File: src/design/tie_pkg.sv
// ----------------------------------------------------------------------------
// tie_pkg: shared types and constants for the toy ISA execute unit
// Opcodes, condition codes, flag codes and the front-to-back command record.
// ----------------------------------------------------------------------------
`default_nettype none
package tie_pkg;

  localparam int DataWordsDefault = 65536;
  localparam int NumRegs          = 9;
  localparam int MaxReg           = 8;
  localparam int FirstPtrReg      = 5;
  localparam logic [15:0] IpStep  = 16'd4;

  localparam logic [7:0] OP_HALT = 8'd0;
  localparam logic [7:0] OP_MOVE = 8'd1;
  localparam logic [7:0] OP_ADD  = 8'd2;
  localparam logic [7:0] OP_SUB  = 8'd3;
  localparam logic [7:0] OP_MUL  = 8'd4;
  localparam logic [7:0] OP_DIV  = 8'd5;
  localparam logic [7:0] OP_AND  = 8'd6;
  localparam logic [7:0] OP_OR   = 8'd7;
  localparam logic [7:0] OP_NOT  = 8'd8;
  localparam logic [7:0] OP_CMP  = 8'd9;
  localparam logic [7:0] OP_JMP  = 8'd10;
  localparam logic [7:0] OP_IN   = 8'd11;
  localparam logic [7:0] OP_OUT  = 8'd12;

  localparam logic [3:0] CC_ALWAYS = 4'd0;
  localparam logic [3:0] CC_EQ     = 4'd1;
  localparam logic [3:0] CC_GT     = 4'd2;
  localparam logic [3:0] CC_LT     = 4'd3;

  localparam logic [1:0] FLAG_EQ = 2'b00;
  localparam logic [1:0] FLAG_GT = 2'b01;
  localparam logic [1:0] FLAG_LT = 2'b11;

  // classified instruction handed from front to back
  typedef struct packed {
    logic [7:0]  func;
    logic [3:0]  fr;
    logic [3:0]  bk;
    logic [15:0] imm;
    logic [15:0] inv;
    logic        bad;
  } cmd_t;

  typedef enum logic [3:0] {
    ST_IDLE, ST_RD_SRC, ST_WAIT_SRC, ST_RD_DST, ST_WAIT_DST,
    ST_EXEC, ST_DIV, ST_WRITE, ST_OUT
  } bstate_t;

endpackage
`default_nettype wire

File: src/design/tie_front.sv
// ----------------------------------------------------------------------------
// tie_front: accepts instructions, flags bad registers, two-entry queue
// Input request is classified and queued for the back end.
// ----------------------------------------------------------------------------
`default_nettype none
module tie_front
  import tie_pkg::*;
(
  input  wire logic        clk,
  input  wire logic        rst,
  input  wire logic        in_valid,
  output logic             in_ready,
  input  wire logic [47:0] in_data,
  output logic             q_valid,
  input  wire logic        q_ready,
  output cmd_t             q_cmd
);

  cmd_t       slot [2];
  logic [1:0] count;
  logic       rd_ptr, wr_ptr;
  cmd_t       cls;
  logic       push, pop;

  // classify
  always_comb begin
    cls.func = in_data[7:0];
    cls.fr   = in_data[11:8];
    cls.bk   = in_data[15:12];
    cls.imm  = in_data[31:16];
    cls.inv  = in_data[47:32];
    cls.bad  = 1'b0;
    if ((cls.func >= OP_MOVE && cls.func <= OP_CMP) || cls.func == OP_IN ||
        cls.func == OP_OUT) begin
      if (cls.fr > 4'(MaxReg)) cls.bad = 1'b1;
      if (cls.func <= OP_CMP && cls.bk > 4'(MaxReg)) cls.bad = 1'b1;
    end
  end

  assign in_ready = (count != 2'd2);
  assign q_valid  = (count != 2'd0);
  assign q_cmd    = slot[rd_ptr];
  assign push     = in_valid && in_ready;
  assign pop      = q_valid && q_ready;

  // queue storage
  always_ff @(posedge clk) begin
    if (push) slot[wr_ptr] <= cls;
  end

  // queue pointers
  always_ff @(posedge clk) begin
    if (rst) begin
      count  <= '0;
      rd_ptr <= 1'b0;
      wr_ptr <= 1'b0;
    end else begin
      if (push) wr_ptr <= ~wr_ptr;
      if (pop)  rd_ptr <= ~rd_ptr;
      count <= count + 2'(push) - 2'(pop);
    end
  end

`ifndef SYNTHESIS
  a_no_overfill: assert property (@(posedge clk) disable iff (rst) count <= 2'd2)
    else $error("queue overfilled");
  a_full_blocks: assert property (@(posedge clk) disable iff (rst)
    count == 2'd2 |-> !in_ready) else $error("ready while full");
  a_pop_needs_data: assert property (@(posedge clk) disable iff (rst)
    count == 2'd0 |-> !pop) else $error("pop from empty queue");
`endif

endmodule
`default_nettype wire

File: config.mk
export PLATFORM = sky130hd
export DESIGN_NAME = tie_front
export DESIGN_NICKNAME = d
export VERILOG_FILES = /design/src/design/tie_pkg.sv /design/src/design/tie_front.sv
export SDC_FILE = /design/constraint.sdc
export NUM_CORES = 1
export LEC_CHECK = 0
export ABC_AREA = 1
export BUFFER_PORTS_ARGS = -buffer_cell sky130_fd_sc_hd__buf_2
export CAP_MARGIN = 15
export CELL_PAD_IN_SITES_DETAIL_PLACEMENT = 0
export CELL_PAD_IN_SITES_GLOBAL_PLACEMENT = 1
export CORE_UTILIZATION = 43
export CTS_CLUSTER_SIZE = 10
export DETAILED_ROUTE_END_ITERATION = 6
export GPL_TIMING_DRIVEN = 0
export HOLD_SLACK_MARGIN = 0.15
export PLACE_DENSITY = 0.74
export SLEW_MARGIN = 15
export SYNTH_ARGS = -nofsm -noshare
export SYNTH_HDL_FRONTEND = slang
export SYNTH_SLANG_ARGS = --single-unit
File: constraint.sdc
create_clock -name clk -period 4.1 [get_ports clk]
set_input_delay 0.205 -clock clk [delete_from_list [all_inputs] [get_ports clk]]
set_output_delay 0.205 -clock clk [all_outputs]
set_load 0.01 [all_outputs]
Word-level counts from Yosys, hierarchy flattened:

Memory sizes are Yosys's and may differ from the RTL's. A register that Yosys moved wholly into a read port is not among the register bits.
Index checks and enable logic that the tools add are counted.

* add/subtract/negate cells: 2
* multiply operators: 0
* divide/modulo/power cells: 0
* magnitude comparators: 4
* equal/unequal tests: 3
* shift operators: 0
* muxes and demuxes: 7
* bitwise gates (word level): 2
* reduce and logical (&&, ||, !) cells: 7

Operator list (count)
* $eq A8 B4 Y1 const B: 2
* $ge A8 B1 Y1 const B: 1
* $gt A4 B4 Y1 const B: 2
* $le A8 B4 Y1 const B: 1
* $mux W1: 7
* $logic_and A1 B1 Y1: 4
* $add A2 B1 Y2: 1
* $logic_or A1 B1 Y1: 2
* $ne A2 B2 Y1 const B: 1
* $not A1 Y1: 2
* $reduce_bool A2 Y1: 1
* $sub A2 B1 Y2: 1

* bits in registers: 4
* bits in latches: 0
* memory bits (writable): 98
* memory bits (read-only): 0
* output and inout bits: 51
* logic and storage cells: 29
* memories: 1

Memory list
* slot: words 2, width 49, rd ports 1, clocked after memory_dff 1, write ports 1, RTL line tie_front.sv:19 `cmd_t slot [2];`

Depth between registers and ports, before layout:

Gate-level depths: netlist of run 1.

* word-level depth: 5
* depth in mapped cells: 11
* gate-level depth less buffers: 11

Least setup slack after synthesis of run 1:

No wires, ideal clock.

* path type: register -> register
* start: register count[0]
* end: memory slot[1][0] (netlist bit), enable pin
* data arrival time: 2688 ps
* required time: 3643 ps
* path slack: 955 ps
* cell stages (with the launch flop): 5
* path buffers: 0
* clock period less this slack: 3145 ps
* cells stage by stage: dfxtp_1 > inv_1 > nand2_1 > nand2_1 > nor2_1

* word-level cells in the longest chain between the ends: 4

Ends and longest elaborated chain
* start: declaration: RTL line tie_front.sv:20 `logic [1:0] count;`
* start signal: assignment: RTL line tie_front.sv:60 `count <= count + 2'(push) - 2'(pop);`
* $ne A2 B2 Y1: RTL line tie_front.sv:40 `assign in_ready = (count != 2'd2);`
* via in_ready: RTL line tie_front.sv:12 `output logic in_ready,`
* $logic_and A1 B1 Y1: RTL line tie_front.sv:43 `assign push = in_valid && in_ready;`
* $mux W1: RTL line tie_front.sv:48 `if (push) slot[wr_ptr] <= cls;`
* $mux W1 (not written as such): RTL line tie_front.sv:48
* end: declaration: RTL line tie_front.sv:19

The timed path passes the listed nets, and every way through them passes these cells.

==> results of run 1 <==
==> registers in the layout (all words and copies together), names as in the netlist, named ones only <==
register,cells
rd_ptr,1
slot,98
count,2
wr_ptr,1
==> worst min path at each step <==
stage / startpoint / end / slack, ns / cells after the start
final: q_ready / rd_ptr / 0.22 / 5
after global routing: q_ready / rd_ptr / 0.26 / 4
after CTS: q_ready / rd_ptr / 0.22 / 5
after detailed placement: in_data[34] / slot[1][3] / 0.40 / 1
after global placement: in_data[32] / slot[0][1] / 0.39 / 1
after floorplan: rst / count[0] / 0.28 / 1
==> report_power, final <==
| part | switching (mW) | internal [mW] |
|---|---|---|
| sequential | 0.0385 | 1.34 |
| combinational | 0.398 | 0.408 |
| clock | 0.335 | 0.284 |
| total | 0.771 | 2.03 |
==> logic make-up (layout without fill, tap and decap cells) <==
logic type / count (synthesis) / after routing
xor+xnor: 1 / 1
simple gates: 31 / 31
flops: 103 / 103
fa+ha+maj: 2 / 2
mux: 49 / 49
compound gates: 4 / 4
buf+inv: 19 / 191
==> layout make-up <==
type                    count  area share [%]
clock buffers              10            2.38
well taps                 108            2.52
clock inverters             6            1.28
flip-flops and latches    103            56.7
multi-input cells          87            14.7
repair buffers            156            20.6
inverters                  14           0.979
plain buffers               5           0.909
==> per-layer routing <==
| layer | share of wire [%] | wire [um] | global-route usage, % | up-vias |
|---|---|---|---|---|
| li1 | - | - | - | 1105 |
| met1 | 42 | 2880 | 18.0 | 1104 |
| met2 | 52 | 3570 | 26.7 | 69 |
| met3 | 4.1 | 284 | 3.31 | 8 |
| met4 | 1.7 | 114 | 7.13 | 0 |
| met5 | 0 | 0 | 0 | - |
==> placed cells by master (no fill, tap or decap), types with 3 or more instances in the layout <==
master and count:
nand2_1 11, buf_2 102, dfxtp_1 5, buf_4 3, dlygate4sd3_1 50, clkbuf_8 9
inv_1 14, nand3_1 3, clkinvlp_4 4, edfxtp_1 98, mux2_4 10, mux2_2 39
nor2_1 13
==> synth_stat cells <==
master    instances  share of area, %
edfxtp_1         98                75
xnor2_1           1              0.22
nand3_1           3              0.38
mux2_4           10               3.8
o21ai_0           1              0.13
nor3_1            1              0.13
nor2_1           15               1.4
and2_0            1              0.16
buf_4             3              0.58
ha_1              2              0.64
buf_8             1              0.38
a21boi_0          1              0.19
o21bai_1          1              0.19
nand2_1          11               1.1
inv_1            14               1.3
dfxtp_1           5               2.6
mux2_2           39                11
a21oi_1           1              0.13
buf_6             1              0.29
==> worst register-to-register path: stages (launching register included) <==
cell	delay [ns]
dfxtp_1	0.34
inv_1	0.05
nand2_1	0.10
nand2_1	0.17
nor2_4	0.43
buf_12	0.25
==> what timing repair did <==
item	CTS	global route
resized for setup	0	0
hold buffers	50	0
endpoints found under the hold margin	99	0
==> stage by stage <==
stage | cell area [um^2] | util [%]
global placement | 4560 | 52.1
finish | 5370 | 61.3
CTS | 5370 | 61.3
global route | 5370 | 61.3
floorplan | 3920 | -
detailed placement | 4670 | 53.3
==> metrics.md, run 1 <==
| Metric | Value |
|---|---|
| Period minus WS final | 1.79 ns |
| WP data arrival | 1.59 ns |
| Area of the multi-input gates | 787 um^2 |
| CP max FO | 10 |
| CTS root buffer | clkbuf_8 |
| Worst Skew | 0.00919 ns |
| Post-CTS Setup Inserts | 0 |
| Max-slew headroom | 67.4% |
| Critical R2R Launch | count[0] |
| Final Power | 2.80 mW |
| Wire per inst | 14.0 um |
| Delay-heaviest family, CP | buffers and inverters |
| Layout cells sized above 1 | 46.5% |
| CTS Buf Count | 9 |
| Endpoints failing setup | 0 |
| Hold slack | 0.224 ns |
| Netlist cell types | 19 |
| Die width | 97.4 um |
| Vias | 2286 |
| CP required | 3.89 ns |
| Post-DRT Antenna Nets | 0 |
| RSZ-0062 raised after global routing | no |
| Maximum vdd drop | 0.000286 V |
| Finished Layout Cells | 489 |
| Status | finished clean |
| Setup TNS | 0 ns |
| Fillers | 685 |
| Total grt overflow | 0 |
| Depth of the CTS H-tree | 3 |
| Area delta synth->final | 37.1% |
| Complex-gate fraction of the synthesized area | 0.639% |
| FF-to-FF setup slack | 2.45 ns |
| Yosys reg bits | 103 |
| DRC violations left | 0 |
| Synth Instances | 209 |
| Vias/cell | 4.67 |
| Critical Path Start Type | flop |
| Post-synthesis mux area share | 15.0% |
| Slowest-stage cell, CP | dfxtp_1 |
| Avg Inst Size Synth | 18.7 um^2 |
| Post-synthesis adder-cell area fraction | 0.639% |
| Fin nets | 430 |
| Buffers & Inverters on Critical Path | 3 |
| Largest family of logic cells by synthesized area | multiplexers |
| Reg2reg end | slot[1][13] |
| DP Worst Slack | 2.43 ns |
| Netlist Area Pre-Place | 3920 um^2 |
| Input/output buffers | 102 |
| Max-cap check violation count | 0 |
| Post-Route WL | 6850 um |
| Cells after DPL | 423 |
| R2r worst-path depth | 5 |
| P_leak | 2.10 nW |
| Setup WS post-layout | 2.31 ns |
| Synth Net Count | 263 |
| Register area | 3040 um^2 |
| Post-Synth XOR/XNOR Area | 0.224% |
| Routability congestion estimate | 0.686 |
| Vias in the first global route | 2364 |
| Initial antenna violation count | 0 |
| Global-route wire length before repair | 11000 um |
| Starting Density | 44.7% |
| Total GRT Usage | 15.3% |
| 1st-iter DRT viols | 40 |
| CORE AREA | 8760 um^2 |
| Worst path cell trace | buf_6, buf_8, mux2_4, buf_2 |
| TritonCTS Sinks | 103 |
| Achievable frequency | 559 MHz |
| Fin. Hold Viols | 0 |
| Critical Path Stages | 4 |
| Clock buffer depth | 2 |
| Simple-gate area share of the yosys netlist | 3.16% |
| Pwr/cell area | 521 nW/um^2 |
| Die Ht | 97.4 um |
| Worst-Margin Slew | 0.487 ns |
| Tcrit/Tclk final | 43.7% |
| Cell Rows | 34 |
| Yosys warns | 0 |
| Dpl hpwl | 4540 um |
| Kind of critical path | flop to primary output |
| Diode count | 0 |
| Worst-path clk slew | 0.09 ns |
| Largest net degree at the start of global routing | 24 |
| CP endpoint kind | primary output |
| CP endpoint | q_cmd[17] |
| Worst hold path type | input port to flop |
| Die ar. | 9490 um^2 |
| CP peak stage delay | 0.42 ns |
| Seq/Total Area, Yosys | 77.7% |
| Max-slew violations | 0 |
| CTS tree | built |
| Ports | 103 |
| Clk_lat worst skew | 0.36 ns |
| Pre-antenna DRT Iters | 4 |
Power figures use the tool's default switching activity.
==> run 2: changes to the inputs <==
==> constraint.sdc (replaced) <==
create_clock -name clk -period 1.7 [get_ports clk]
set_input_delay 0.085 -clock clk [delete_from_list [all_inputs] [get_ports clk]]
set_output_delay 0.085 -clock clk [all_outputs]
set_load 0.01 [all_outputs]
==> metrics.md, run 2 (synthesis results as in run 1) <==
| Metric | Value |
|---|---|
| CP required | 1.62 ns (-2.27 ns) |
| Worst-path clk slew | 0.10 ns (about the same) |
| Diode count | 0 (unchanged) |
| Fillers | 688 (+0.44%) |
| Routability congestion estimate | 0.659 (-4.0%) |
| Met2 Usage GRT | 28.2% (+1.5 points) |
| Top Registers | slot (98), count (2) |
| Vias in the first global route | 2483 (+5.0%) |
| M1 GR Usage | 19.4% (+1.4 points) |
| Worst path cell trace | buf_8, buf_8, mux2_4, buf_2 |
| CP endpoint kind | primary output |
| Period minus WS final | 1.60 ns |
| Critical Path Start Type | flop |
| Die Ht | 97.4 um (unchanged) |
| Setup WS post-layout | 0.0967 ns (-2.21 ns) |
| WP data arrival | 1.52 ns (-0.07 ns) |
| Pre-antenna DRT Iters | 4 (unchanged) |
| GR peak layer | met2 |
| Vias | 2301 (+0.66%) |
| Max-slew headroom | 49.5% (-18 points) |
| GRT met3 Usage | 3.96% (+0.65 points) |
| Post-CTS Setup Inserts | 0 (unchanged) |
| Status | finished clean |
| Maximum vdd drop | 0.000670 V (+130%) |
| Biggest register | slot |
| Pwr/cell area | 1280 nW/um^2 (+150%) |
| TritonCTS Sinks | 103 (unchanged) |
| Max-cap check violation count | 0 (unchanged) |
| Depth of the CTS H-tree | 3 (unchanged) |
| Area delta synth->final | 37.6% |
| Die ar. | 9490 um^2 (unchanged) |
| Achievable frequency | 624 MHz |
| Total GRT Usage | 16.1% (+0.83 points) |
| Initial antenna violation count | 0 (unchanged) |
| Die width | 97.4 um (unchanged) |
| Total grt overflow | 0 (unchanged) |
| Post-layout util | 61.5% (+0.21 points) |
| Max FFs per register | 98 (unchanged) |
| DP Worst Slack | -0.0884 ns (-2.52 ns) |
| Kind of critical path | flop to primary output |
| Clk_lat worst skew | 0.36 ns (about the same) |
| Hold slack | 0.446 ns (+0.221 ns) |
| CTS Buf Count | 9 (unchanged) |
| HP Start | in_data[34] |
| Clock buffer depth | 2 (unchanged) |
| CP max FO | 10 (unchanged) |
| Wire per inst | 15.3 um (+9.0%) |
| P_leak | 2.11 nW (+0.71%) |
| Post-Route WL | 7470 um (+9.0%) |
| CTS tree | built |
| Dpl hpwl | 4570 um (+0.67%) |
| Global-route wire length before repair | 11800 um (+7.0%) |
| Endpoints failing setup | 0 (unchanged) |
| CTS root buffer | clkbuf_8 |
| Commonest non-fill, non-tap cells in the layout | 102 x buf_2, 98 x edfxtp_1, 51 x dlygate4sd3_1 |
| Layout cells sized above 1 | 48.3% (+1.8 points) |
| Fin. Hold Viols | 0 (unchanged) |
| CORE AREA | 8760 um^2 (unchanged) |
| Setup TNS | 0 ns (unchanged) |
| Worst hold path type | input port to flop |
| Largest net degree at the start of global routing | 27 (+13%) |
| Worst-Margin Slew | 0.756 ns (+0.269 ns) |
| Vias/cell | 4.71 (+0.66%) |
| FF-to-FF setup slack | 0.13 ns (-2.32 ns) |
| Fin nets | 431 (+0.23%) |
| Most common cell after layout, fill and taps aside | buf_2 |
| Ports | 103 (unchanged) |
| Input/output buffers | 102 (unchanged) |
| Tcrit/Tclk final | 94.3% |
| Cell Rows | 34 (unchanged) |
| Max-slew violations | 0 (unchanged) |
| Final Power | 6.92 mW (+150%) |
| 1st-iter DRT viols | 79 (+98%) |
| Critical R2R Launch | count[1] |
| Post-DRT Antenna Nets | 0 (unchanged) |
| CP peak stage delay | 0.39 ns (-0.03 ns) |
| Slowest-stage cell, CP | dfxtp_4 |
| CP most frequent cell | buf_8 |
| DRC violations left | 0 (unchanged) |
| RSZ-0062 raised after global routing | no |
| Starting Density | 44.7% (unchanged) |
| Worst Skew | 0.0154 ns (+0.00619 ns) |
[run 2: cell count changes in the layout (fill, tap and decap cells not counted), sizes merged]
cell | before | now
buf | 111 | 109
bufinv | 1 | 2
clkbuf | 10 | 9
clkinv | 0 | 3
clkinvlp | 4 | 1
dlygate4sd3 | 50 | 51
inv | 15 | 14
nor2 | 15 | 17
[run 2: worst max-delay path: cells and delay by family (launching register included)]
family | cells | cell delay (ns)
buf+inv | 3 | 0.47
flops | 1 | 0.39
mux | 1 | 0.31
[run 2: layout make-up]
class / instances / area [um^2] / area share [%]
Sequential cell: 103 / 3050 / 56.6
Timing Repair Buffer: 155 / 1060 / 19.7
Multi-Input combinational cell: 89 / 827 / 15.4
Tap cell: 108 / 135 / 2.51
Clock buffer: 9 / 124 / 2.30
Clock inverter: 6 / 86.3 / 1.60
Buffer: 5 / 52.6 / 0.975
Inverter: 14 / 52.6 / 0.975
[run 2: per-layer routing]
metal,vias up,share of wire (%)
li1,1113,-
met4,0,1.4
met5,-,0
met2,63,51
met3,9,3.8
met1,1116,44
[run 2: final timing paths]
kind / endpoint / cells after the start
setup reg to reg: count[1] / 11
hold reg to reg: rd_ptr / 2
setup / recovery: q_cmd[15] / 4
hold / removal: slot[0][3] / 2
[run 2: report_power, final]
| part | switching, mW | leakage (nW) | internal, mW |
|---|---|---|---|
| combinational | 1.00 | 1.05 | 0.962 |
| clock | 0.793 | 0.105 | 0.819 |
| sequential | 0.113 | 0.959 | 3.23 |
[run 2: stage by stage]
step           area [um^2]  instances
2_1_floorplan         3950        209
3_3_place_gp          4590        419
3_5_place_dp          4630        421
4_1_cts               5360        487
5_1_grt               5390        489
6_report              5390        489
[run 2: what timing repair did]
item / 4_1_cts / 5_1_grt
setup endpoints to repair: 62 / 63
cloned: 0 / 2
hold buffers: 51 / 0
pin swaps: 2 / 2
hold endpoints to repair: 101 / 0
gates resized for setup: 1 / 5
==> run 3: changes to the inputs <==
--- a/config.mk
+++ b/config.mk
@@ -13,7 +13,6 @@
 export CORE_UTILIZATION = 43
 export CTS_CLUSTER_SIZE = 10
 export DETAILED_ROUTE_END_ITERATION = 6
-export GPL_TIMING_DRIVEN = 0
 export HOLD_SLACK_MARGIN = 0.15
 export PLACE_DENSITY = 0.74
 export SLEW_MARGIN = 15
==> metrics.md, run 3 (synthesis results as in run 1) <==
| Metric | Value |
|---|---|
| Slowest-stage cell, CP | dfxtp_2 |
| Cells after DPL | 420 (-0.24%) |
| Commonest non-fill, non-tap cells in the layout | 102 x buf_2, 98 x edfxtp_1, 51 x dlygate4sd3_1 |
| Fin nets | 428 (-0.70%) |
| CP required | 1.62 ns (about the same) |
| RSZ-0062 raised after global routing | no |
| Cell Rows | 34 (unchanged) |
| CP endpoint kind | primary output |
| Pwr/cell area | 1260 nW/um^2 (-2.0%) |
| Fillers | 690 (+0.29%) |
| Max-slew headroom | 78.9% (+29 points) |
| Die width | 97.4 um (unchanged) |
| Post-DP Area | 4630 um^2 (-0.11%) |
| 1st-iter DRT viols | 53 (-33%) |
| Post-DRT Antenna Nets | 0 (unchanged) |
| Max-slew violations | 0 (unchanged) |
| Vias/cell | 4.70 (-0.17%) |
| Post-CTS Setup Inserts | 0 (unchanged) |
| Tcrit/Tclk final | 90.9% (-3.4 points) |
| Final Power | 6.73 mW (-2.7%) |
| TritonCTS Sinks | 103 (unchanged) |
| P_leak | 2.09 nW (-0.95%) |
| Max FFs per register | 98 (unchanged) |
| Status | finished clean |
| Layout cells sized above 1 | 48.1% (-0.15 points) |
| Buffers & Inverters on Critical Path | 2 (-1) |
| Die Ht | 97.4 um (unchanged) |
| Worst-path clk slew | 0.09 ns (about the same) |
| Top Registers | slot (98), count (2) |
| Worst Skew | 0.0123 ns (-0.00303 ns) |
| Routability congestion estimate | 0.799 (+21%) |
| Wire per inst | 14.6 um (-4.2%) |
| Die ar. | 9490 um^2 (unchanged) |
| Register area | 3050 um^2 (about the same) |
| Clk_lat worst skew | 0.35 ns (about the same) |
| Setup TNS | 0 ns (unchanged) |
| Vias in the first global route | 2459 (-0.97%) |
| Worst-Margin Slew | 0.316 ns (-0.440 ns) |
| Post-Route WL | 7110 um (-4.8%) |
| Area delta synth->final | 36.5% |
| Initial antenna violation count | 0 (unchanged) |
| Finished Cell Area | 5350 um^2 (-0.77%) |
| Largest net degree at the start of global routing | 30 (+11%) |
| DP Worst Slack | 0.122 ns (+0.211 ns) |
| CP max FO | 20 (+10) |
| Delay-heaviest family, CP | buffers and inverters |
| Worst hold path type | input port to flop |
| Endpoints failing setup | 0 (unchanged) |
| DRC violations left | 0 (unchanged) |
| Critical Path Start Type | flop |
| Max-cap check violation count | 0 (unchanged) |
| Achievable frequency | 647 MHz (+3.8%) |
| CORE AREA | 8760 um^2 (unchanged) |
| Starting Density | 44.7% (unchanged) |
| Clock buffer depth | 2 (unchanged) |
| CP peak stage delay | 0.36 ns (-0.03 ns) |
| Dpl hpwl | 4460 um (-2.4%) |
| CTS tree | built |
| Worst path cell trace | buf_6, mux2_2, buf_2 |
| Most common cell after layout, fill and taps aside | buf_2 |
| Pre-antenna DRT Iters | 4 (unchanged) |
| WP data arrival | 1.46 ns (-0.06 ns) |
| Biggest register | slot |
| Finished Layout Cells | 486 (-0.61%) |
| Period minus WS final | 1.54 ns (-0.0583 ns) |
| Kind of critical path | flop to primary output |
| Setup WS post-layout | 0.155 ns (+0.0583 ns) |
| Diode count | 0 (unchanged) |
| CTS root buffer | clkbuf_8 |
| Input/output buffers | 102 (unchanged) |
| Vias | 2283 (-0.78%) |
| Area of the multi-input gates | 812 um^2 (-1.8%) |
| Fin. Hold Viols | 0 (unchanged) |
| Depth of the CTS H-tree | 3 (unchanged) |
| CTS Buf Count | 9 (unchanged) |
| Global-route wire length before repair | 11500 um (-2.1%) |
| Post-layout util | 61.0% (-0.47 points) |
| Ports | 103 (unchanged) |
| Maximum vdd drop | 0.000685 V (+2.2%) |
| Total grt overflow | 0 (unchanged) |
| Total GRT Usage | 15.8% (-0.38 points) |
| Hold slack | 0.448 ns (+0.00234 ns) |
run 3: cell count changes in the layout (fill, tap and decap cells not counted):
cell and change:
nor2_2 -1, buf_12 +1, buf_4 -1, dfxtp_2 +1, ha_1 -1, dfxtp_4 -1, buf_8 -2, nor2_4 -1
clkinv_2 -1, inv_6 +2, ha_2 +1, bufinv_16 -1, buf_6 +1
run 3: final timing paths:
| check | end | startpoint | depth (start not counted) | slack, ns |
|---|---|---|---|---|
| max | q_cmd[7] | flop | 3 | 0.16 |
| max reg2reg | count[1] | count[1] | 11 | 0.16 |
| min | count[0] | rst | 3 | 0.45 |
| min reg2reg | rd_ptr | rd_ptr | 2 | 0.51 |
run 3: repair_timing:
action                                  in CTS  in global routing
endpoints found under the setup margin       0                  3
hold buffers                                51                  0
endpoints found under the hold margin      101                  0
resized for setup                            0                  4
run 3: power by group:
group          internal [mW]  switching, mW  total [mW]
Clock                  0.684          0.809        1.49
Combinational          0.948          0.959        1.91
Sequential              3.23          0.104        3.33
Total                   4.86           1.87        6.73
run 3: cell type report:
class,count,area share [%]
timing repair buffer,159,20.7
tap,108,2.53
clock inverter,6,1.29
inverter,14,0.983
clock buffer,9,2.32
multi-input combinational,87,15.2
sequential,103,57.0
run 3: tightest hold or removal path, delay by kind of cell:
| kind | cells | cell delay [ns] |
|---|---|---|
| simple gates | 1 | 0.04 |
| buf+inv | 2 | 0.64 |
run 3: layer usage:
metal	wire, um	global-route usage (%)	part of all wire, %
met1	2840	17.5	40
met2	3890	28.9	55
met3	286	3.45	4.0
met4	98	6.45	1.4
met5	0	0	0
